===== config.mk =====
export PLATFORM = sky130hd
export DESIGN_NAME = priority_ready_queue
export DESIGN_NICKNAME = d
export VERILOG_FILES = /design/src/design/prq_pkg.sv /design/src/design/prq_cell.sv /design/src/design/priority_ready_queue.sv
export SDC_FILE = /design/constraint.sdc
export NUM_CORES = 1
export LEC_CHECK = 0
export BUFFER_PORTS_ARGS = -buffer_cell sky130_fd_sc_hd__buf_2
export CAP_MARGIN = 10
export CORE_AREA = 10 10 243 245
export CTS_BUF_LIST = sky130_fd_sc_hd__clkbuf_8
export DETAILED_ROUTE_END_ITERATION = 8
export DIE_AREA = 0 0 253 255
export PLACE_DENSITY = 0.56
export SLEW_MARGIN = 0
export SYNTH_ARGS = -nofsm -noshare
export SYNTH_HDL_FRONTEND = slang
export SYNTH_HIERARCHICAL = 1
export SYNTH_SLANG_ARGS = --single-unit

===== constraint.sdc =====
create_clock -name clk -period 4.5 [get_ports clk]
set_clock_uncertainty 0.05 [all_clocks]
set_input_delay 0.45 -clock clk [delete_from_list [all_inputs] [get_ports clk]]
set_output_delay 0.45 -clock clk [all_outputs]
set_load 0.05 [all_outputs]

===== src/design/prq_pkg.sv =====
// Package of the priority ready queue: command and status codes, cell link types.
// Depends on nothing.
`default_nettype none
package prq_pkg;

	localparam int TID_W  = 4;
	localparam int PRI_W  = 8;
	localparam int MASK_W = 16;
	localparam int CNT_W  = 4;
	localparam int STAT_W = 2;

	localparam logic CMD_ENQ = 1'b0;
	localparam logic CMD_DEQ = 1'b1;

	localparam logic [STAT_W-1:0] ST_INSERTED = 2'd0;
	localparam logic [STAT_W-1:0] ST_FULL     = 2'd1;
	localparam logic [STAT_W-1:0] ST_REMOVED  = 2'd2;
	localparam logic [STAT_W-1:0] ST_NONE     = 2'd3;

	typedef struct packed {
		logic              ins_en;
		logic              rem_en;
		logic [TID_W-1:0]  tid;
		logic [PRI_W-1:0]  pri;
		logic [MASK_W-1:0] mask;
	} prq_op_t;

	typedef struct packed {
		logic [TID_W-1:0] tid;
		logic [PRI_W-1:0] pri;
	} prq_entry_t;

	typedef struct packed {
		logic             ahead;
		logic             hit;
		logic [TID_W-1:0] tid_acc;
		prq_entry_t       ent;
	} prq_link_t;

endpackage
`default_nettype wire


===== src/design/prq_cell.sv =====
// One slot of the sorted queue: holds an entry, shifts right on insert, left on removal.
// Depends on prq_pkg.
`default_nettype none
module prq_cell
	import prq_pkg::*;
(
	input  wire logic       clk,
	input  wire logic       live,
	input  wire prq_op_t    op,
	input  wire prq_link_t  left,
	input  wire prq_entry_t right,
	output prq_link_t       link
);

	prq_entry_t ent_q;
	logic       ahead;
	logic       match;
	logic       first;

	always_comb begin
		ahead = live && (ent_q.pri <= op.pri);
		match = live && op.mask[ent_q.tid];
		first = match && !left.hit;
		link.ahead   = ahead;
		link.hit     = left.hit | match;
		link.tid_acc = left.tid_acc | (first ? ent_q.tid : '0);
		link.ent     = ent_q;
	end

	always_ff @(posedge clk) begin
		if (op.ins_en && !ahead) begin
			if (left.ahead) begin
				ent_q.tid <= op.tid;
				ent_q.pri <= op.pri;
			end else begin
				ent_q <= left.ent;
			end
		end else if (op.rem_en && (left.hit || match)) begin
			ent_q <= right;
		end
	end

endmodule
`default_nettype wire


===== src/design/priority_ready_queue.sv =====
// Channel  Dir  Payload (low bit first)                         Transaction
// s        in   tuser: cmd; tdata: task_id, priority_req, mask   s_tvalid & s_tready
// m        out  tuser: status; tdata: task_out, count_out        m_tvalid & m_tready
//
// Each item is captured, then makes one compare-and-shift pass through the cell row.
// The result register frees the input as soon as the pass is done.
// A pass waits while a previous result is still held and not taken.
// arst_n clears the entry count and handshake state; entry contents are not cleared.
// Top level of the priority ready queue; depends on prq_pkg and prq_cell.
`default_nettype none
module priority_ready_queue
	import prq_pkg::*;
#(
	parameter int MAX_TASKS = 16
) (
	input  wire logic        clk,
	input  wire logic        arst_n,
	input  wire logic        s_tvalid,
	output logic             s_tready,
	input  wire logic [31:0] s_tdata,  // task_id[3:0], priority_req[11:4], eligible_mask[27:12]
	input  wire logic        s_tuser,  // cmd
	output logic             m_tvalid,
	input  wire logic        m_tready,
	output logic [7:0]       m_tdata,  // task_out[3:0], count_out[7:4]
	output logic [1:0]       m_tuser   // status
);

	localparam int CAP = MAX_TASKS - 1;
	localparam int CW  = $clog2(MAX_TASKS);

	logic              busy_q;
	logic              cmd_q;
	logic [TID_W-1:0]  tid_q;
	logic [PRI_W-1:0]  pri_q;
	logic [MASK_W-1:0] mask_q;
	logic [CW-1:0]     count_q;
	logic              out_valid_q;
	logic [STAT_W-1:0] out_status_q;
	logic [TID_W-1:0]  out_tid_q;
	logic [CNT_W-1:0]  out_count_q;

	logic              exec;
	logic              full;
	logic [CW-1:0]     count_nxt;
	logic [CW+CNT_W-1:0] count_ext;
	prq_op_t           op;
	prq_link_t         lnk [0:CAP];
	prq_entry_t        rgt [0:CAP-1];

	assign s_tready = !busy_q;
	assign exec     = busy_q && (!out_valid_q || m_tready);
	assign full     = (count_q == CW'(CAP));

	always_comb begin
		op.ins_en = exec && (cmd_q == CMD_ENQ) && !full;
		op.rem_en = exec && (cmd_q == CMD_DEQ);
		op.tid    = tid_q;
		op.pri    = pri_q;
		op.mask   = mask_q;
		lnk[0]    = '0;
		lnk[0].ahead = 1'b1;
	end

	for (genvar i = 0; i < CAP; i++) begin : g_cell
		if (i < CAP - 1) begin : g_mid
			assign rgt[i] = lnk[i+2].ent;
		end else begin : g_end
			assign rgt[i] = '0;
		end
		prq_cell u_cell (
			.clk   (clk),
			.live  (count_q > CW'(i)),
			.op    (op),
			.left  (lnk[i]),
			.right (rgt[i]),
			.link  (lnk[i+1])
		);
	end

	always_comb begin
		count_nxt = count_q;
		if (op.ins_en) begin
			count_nxt = count_q + CW'(1);
		end else if (op.rem_en && lnk[CAP].hit) begin
			count_nxt = count_q - CW'(1);
		end
		count_ext = {{CNT_W{1'b0}}, count_nxt};
	end

	always_ff @(posedge clk or negedge arst_n) begin
		if (!arst_n) begin
			busy_q      <= 1'b0;
			count_q     <= '0;
			out_valid_q <= 1'b0;
		end else begin
			if (s_tvalid && s_tready) begin
				busy_q <= 1'b1;
			end else if (exec) begin
				busy_q <= 1'b0;
			end
			if (exec) begin
				count_q     <= count_nxt;
				out_valid_q <= 1'b1;
			end else if (m_tready) begin
				out_valid_q <= 1'b0;
			end
		end
	end

	always_ff @(posedge clk) begin
		if (s_tvalid && s_tready) begin
			cmd_q  <= s_tuser;
			tid_q  <= s_tdata[3:0];
			pri_q  <= s_tdata[11:4];
			mask_q <= s_tdata[27:12];
		end
		if (exec) begin
			out_count_q <= count_ext[CNT_W-1:0];
			if (cmd_q == CMD_ENQ) begin
				out_status_q <= full ? ST_FULL : ST_INSERTED;
				out_tid_q    <= '0;
			end else if (lnk[CAP].hit) begin
				out_status_q <= ST_REMOVED;
				out_tid_q    <= lnk[CAP].tid_acc;
			end else begin
				out_status_q <= ST_NONE;
				out_tid_q    <= '0;
			end
		end
	end

	assign m_tvalid = out_valid_q;
	assign m_tdata  = {out_count_q, out_tid_q};
	assign m_tuser  = out_status_q;

endmodule
`default_nettype wire


==> flow_results.xml <==
<?xml version="1.0" encoding="UTF-8"?>
<metrics>
  <group name="status">
    <metric name="status" unit="">finished with violations</metric>
    <metric name="violations_in_the_final_reports" unit="">setup timing</metric>
  </group>
  <group name="place">
    <metric name="dp_hpwl" unit="um">38360</metric>
    <metric name="placement.setup.worst_slack" unit="ps">-493.7</metric>
    <metric name="portBuffers" unit="">44</metric>
    <metric name="place_area" unit="um2">20300</metric>
    <metric name="placed_cells" unit="">2335</metric>
    <metric name="rd_place_congestion" unit="">0.8651</metric>
  </group>
  <group name="power_and_ir_drop">
    <metric name="net-switching-power" unit="uW">6178</metric>
    <metric name="power.combinational.fraction" unit="%">54.7</metric>
    <metric name="power_density" unit="nW/um2">716.6</metric>
    <metric name="largest_voltage_drop_on_the_vdd_net" unit="mV">0.2585</metric>
    <metric name="leakage_power_summed_over_all_cells" unit="uW">0.008986</metric>
    <metric name="share_seq_of_total_power" unit="%">33.1</metric>
    <metric name="sw_share" unit="%">40.04</metric>
    <metric name="cell_internal_pwr" unit="uW">9253</metric>
    <metric name="share_clk_of_total_power" unit="%">12.2</metric>
  </group>
  <group name="grt">
    <metric name="initial_antenna_violation_count" unit="">2</metric>
    <metric name="pin_count_of_the_biggest_net_entering_global_routing" unit="">31</metric>
    <metric name="globalRouteTotalUtil" unit="%">15.85</metric>
    <metric name="overflow" unit="">0</metric>
    <metric name="number_of_global_route_vias_before_repair" unit="">13570</metric>
    <metric name="grt_pass1_wl" unit="um">79830</metric>
  </group>
  <group name="logic_synthesis">
    <metric name="synthCells" unit="">1522</metric>
    <metric name="synthesis.area" unit="um2">18720</metric>
    <metric name="mean_instance_size_in_the_synthesized_netlist" unit="um2">12.30</metric>
    <metric name="ys.warnings.count" unit="">6</metric>
  </group>
  <group name="sta">
    <metric name="setup_viol" unit="">37</metric>
    <metric name="max_freq" unit="MHz">202.2</metric>
    <metric name="grt_setup_unrepaired" unit="">yes</metric>
    <metric name="tightest_slew" unit="ps">1350</metric>
    <metric name="count_of_endpoints_failing_hold_in_the_final_timing_report" unit="">0</metric>
    <metric name="holdWs" unit="ps">28.85</metric>
    <metric name="final_min_period_over_clock_period" unit="%">109.9</metric>
    <metric name="slew_headroom" unit="%">10.01</metric>
    <metric name="final.min_clock_period" unit="ps">4947</metric>
    <metric name="slew_viol_final" unit="">0</metric>
    <metric name="layout_setup_ws" unit="ps">-446.5</metric>
  </group>
  <group name="drt">
    <metric name="drt-initial-drc-count" unit="">712</metric>
    <metric name="routed_wl" unit="um">52860</metric>
    <metric name="dr.pass1.iters" unit="">5</metric>
    <metric name="detail_route.vias_per_cell" unit="">5.444</metric>
    <metric name="detail_route.wl_per_cell" unit="um">21.59</metric>
    <metric name="top_signal_layer_used" unit="">met4</metric>
    <metric name="wirelength_met1" unit="um">23480</metric>
    <metric name="wl_met2" unit="um">25680</metric>
    <metric name="routed-via-count" unit="">13330</metric>
    <metric name="detail_route.drc_violations" unit="">0</metric>
    <metric name="final_antenna_net_count" unit="">0</metric>
    <metric name="met3WireLength" unit="um">2644</metric>
  </group>
  <group name="finish">
    <metric name="final_layout_size_suffix_gt1_share" unit="%">36.75</metric>
    <metric name="multiInputGateArea" unit="um2">11130</metric>
    <metric name="fillerInstances" unit="">5211</metric>
    <metric name="synthToLayoutAreaGrowth" unit="%">15.02</metric>
    <metric name="sequential_cell_area" unit="um2">6726</metric>
    <metric name="final_core_utilization" unit="%">39.55</metric>
    <metric name="nNetsFinal" unit="">1874</metric>
    <metric name="final_design_area_no_fill" unit="um2">21530</metric>
    <metric name="final_instance_count_without_filler_cells" unit="">2448</metric>
    <metric name="antennaDiodeCount" unit="">0</metric>
  </group>
  <group name="min_path">
    <metric name="worst_hold_path_type" unit="">in -&gt; reg</metric>
  </group>
  <group name="floorplanning">
    <metric name="core_region_area" unit="um2">54450</metric>
    <metric name="chipWidth" unit="um">253</metric>
    <metric name="number_of_rows_created_at_floorplan" unit="">86</metric>
    <metric name="floorplan.initialDensity" unit="%">34.38</metric>
    <metric name="die_area" unit="um2">64520</metric>
    <metric name="die_height" unit="um">255</metric>
    <metric name="ioPinCount" unit="">49</metric>
  </group>
  <group name="setup_path">
    <metric name="setup.worst_path.end_class" unit="">flop</metric>
    <metric name="worst-endpoint-arrival" unit="ps">5230</metric>
    <metric name="worstPathRequired" unit="ps">4780</metric>
    <metric name="criticalPathCategory" unit="">reg -&gt; reg</metric>
    <metric name="critical_path.max_fanout" unit="">4</metric>
    <metric name="timing.critical_path.from_type" unit="">flop</metric>
  </group>
  <group name="clocking">
    <metric name="clk_path_buf_depth" unit="">3</metric>
    <metric name="ctsRootBufferMaster" unit="">clkbuf_8</metric>
    <metric name="cts_inserted_buffers" unit="">41</metric>
    <metric name="clock-sinks" unit="">225</metric>
    <metric name="tritoncts" unit="">yes</metric>
    <metric name="cts-htree-levels" unit="">2</metric>
    <metric name="path_clk_slew" unit="ps">60</metric>
    <metric name="clk_latency" unit="ps">580</metric>
  </group>
  <group name="flow_run">
    <metric name="maxCapViolCount" unit="">0</metric>
  </group>
</metrics>
[final timing paths]
kind | from | end | slack, ps | cells after the start
worst max-delay path | g_cell[0].u_cell/link[10] | out_tid_q[3] | -450 | 21
max in group asynchronous | arst_n | m_tvalid | 4030 | 2
min in group asynchronous | arst_n | count_q[3] | 210 | 2
worst min-delay path | s_tdata[23] | mask_q[11] | 30 | 1
worst min register to register | g_cell[14].u_cell/link[4] | g_cell[13].u_cell/link[4] | 560 | 1
worst max register to register | g_cell[0].u_cell/link[10] | out_tid_q[3] | -450 | 21
[cell usage in the layout (no fill, tap or decap), types with 16 or more instances in the layout]
| cell | instances |
|---|---|
| mux2_2 | 378 |
| nand4_1 | 30 |
| inv_1 | 165 |
| o21ai_0 | 21 |
| and3_1 | 16 |
| conb_1 | 33 |
| ha_1 | 124 |
| clkbuf_8 | 46 |
| a21oi_1 | 63 |
| mux2i_1 | 88 |
| nand2_1 | 38 |
| mux4_1 | 54 |
| dlygate4sd3_1 | 26 |
| buf_4 | 116 |
| a21o_1 | 51 |
| nor2_1 | 43 |
| buf_2 | 44 |
| edfxtp_1 | 219 |
[timing repair]
item	4_1_cts	5_1_grt
resized for setup	7	17
gates cloned	0	3
pin swaps	3	5
endpoints found under the setup margin	49	65
hold endpoints to repair	30	1
buffers inserted	2	8
hold buffers	25	1
[per-layer routing]
metal  up-vias  global-route usage, %
met3        78                  3.056
met1      6740                  20.04
met5         -                      0
li1       6242                      -
met4         0                  3.648
met2       268                  27.49
[critical path: stages, from the launching register on]
cell,delay (ps)
edfxtp_1,410
buf_6,160
mux2i_1,120
mux4_2,510
mux2i_2,180
a21o_1,180
inv_1,60
a41o_1,180
a41o_1,210
a41o_1,200
a41o_1,200
a41o_1,220
a31o_2,220
a31o_2,210
a31o_2,210
a31o_2,220
a41o_1,200
a41o_1,200
a41o_1,210
a41o_1,210
a41o_1,200
and3_1,150
[through the flow]
| step | TNS (ps) | power, uW |
|---|---|---|
| finish | -9283 | 15430 |
| global placement | -12450 | 13120 |
| global route | -15220 | 16460 |
| detailed placement | -14670 | 13400 |
| floorplan | -461.8 | 11000 |
| CTS | -10370 | 15380 |
[power groups by stage]
stage,combinational [uW],sequential [uW],clock (uW)
after floorplan,6370,4630,0
after global placement,7980,5140,0
after detailed placement,8250,5160,0
after CTS,8310,5120,1940
after global routing,9170,5250,2040
final,8440,5110,1880
[flip-flops by register name, indices dropped and copies added, names as in the netlist]
register / count
g_cell.u_cell/link: 180
mask_q: 16
pri_q: 8
count_q: 4
out_count_q: 4
out_tid_q: 4
tid_q: 4
m_tuser: 2
busy_q: 1
cmd_q: 1
m_tvalid: 1
[final cells by class]
| cell class | count | share of cell area [%] |
|---|---|---|
| multi-input combinational | 1098 | 51.68 |
| tap | 704 | 4.091 |
| inverter | 154 | 2.684 |
| clock buffer | 46 | 2.940 |
| clock inverter | 28 | 0.6508 |
| timing repair buffer | 193 | 6.717 |
| sequential | 225 | 31.24 |
Power figures use the tool's default switching activity.
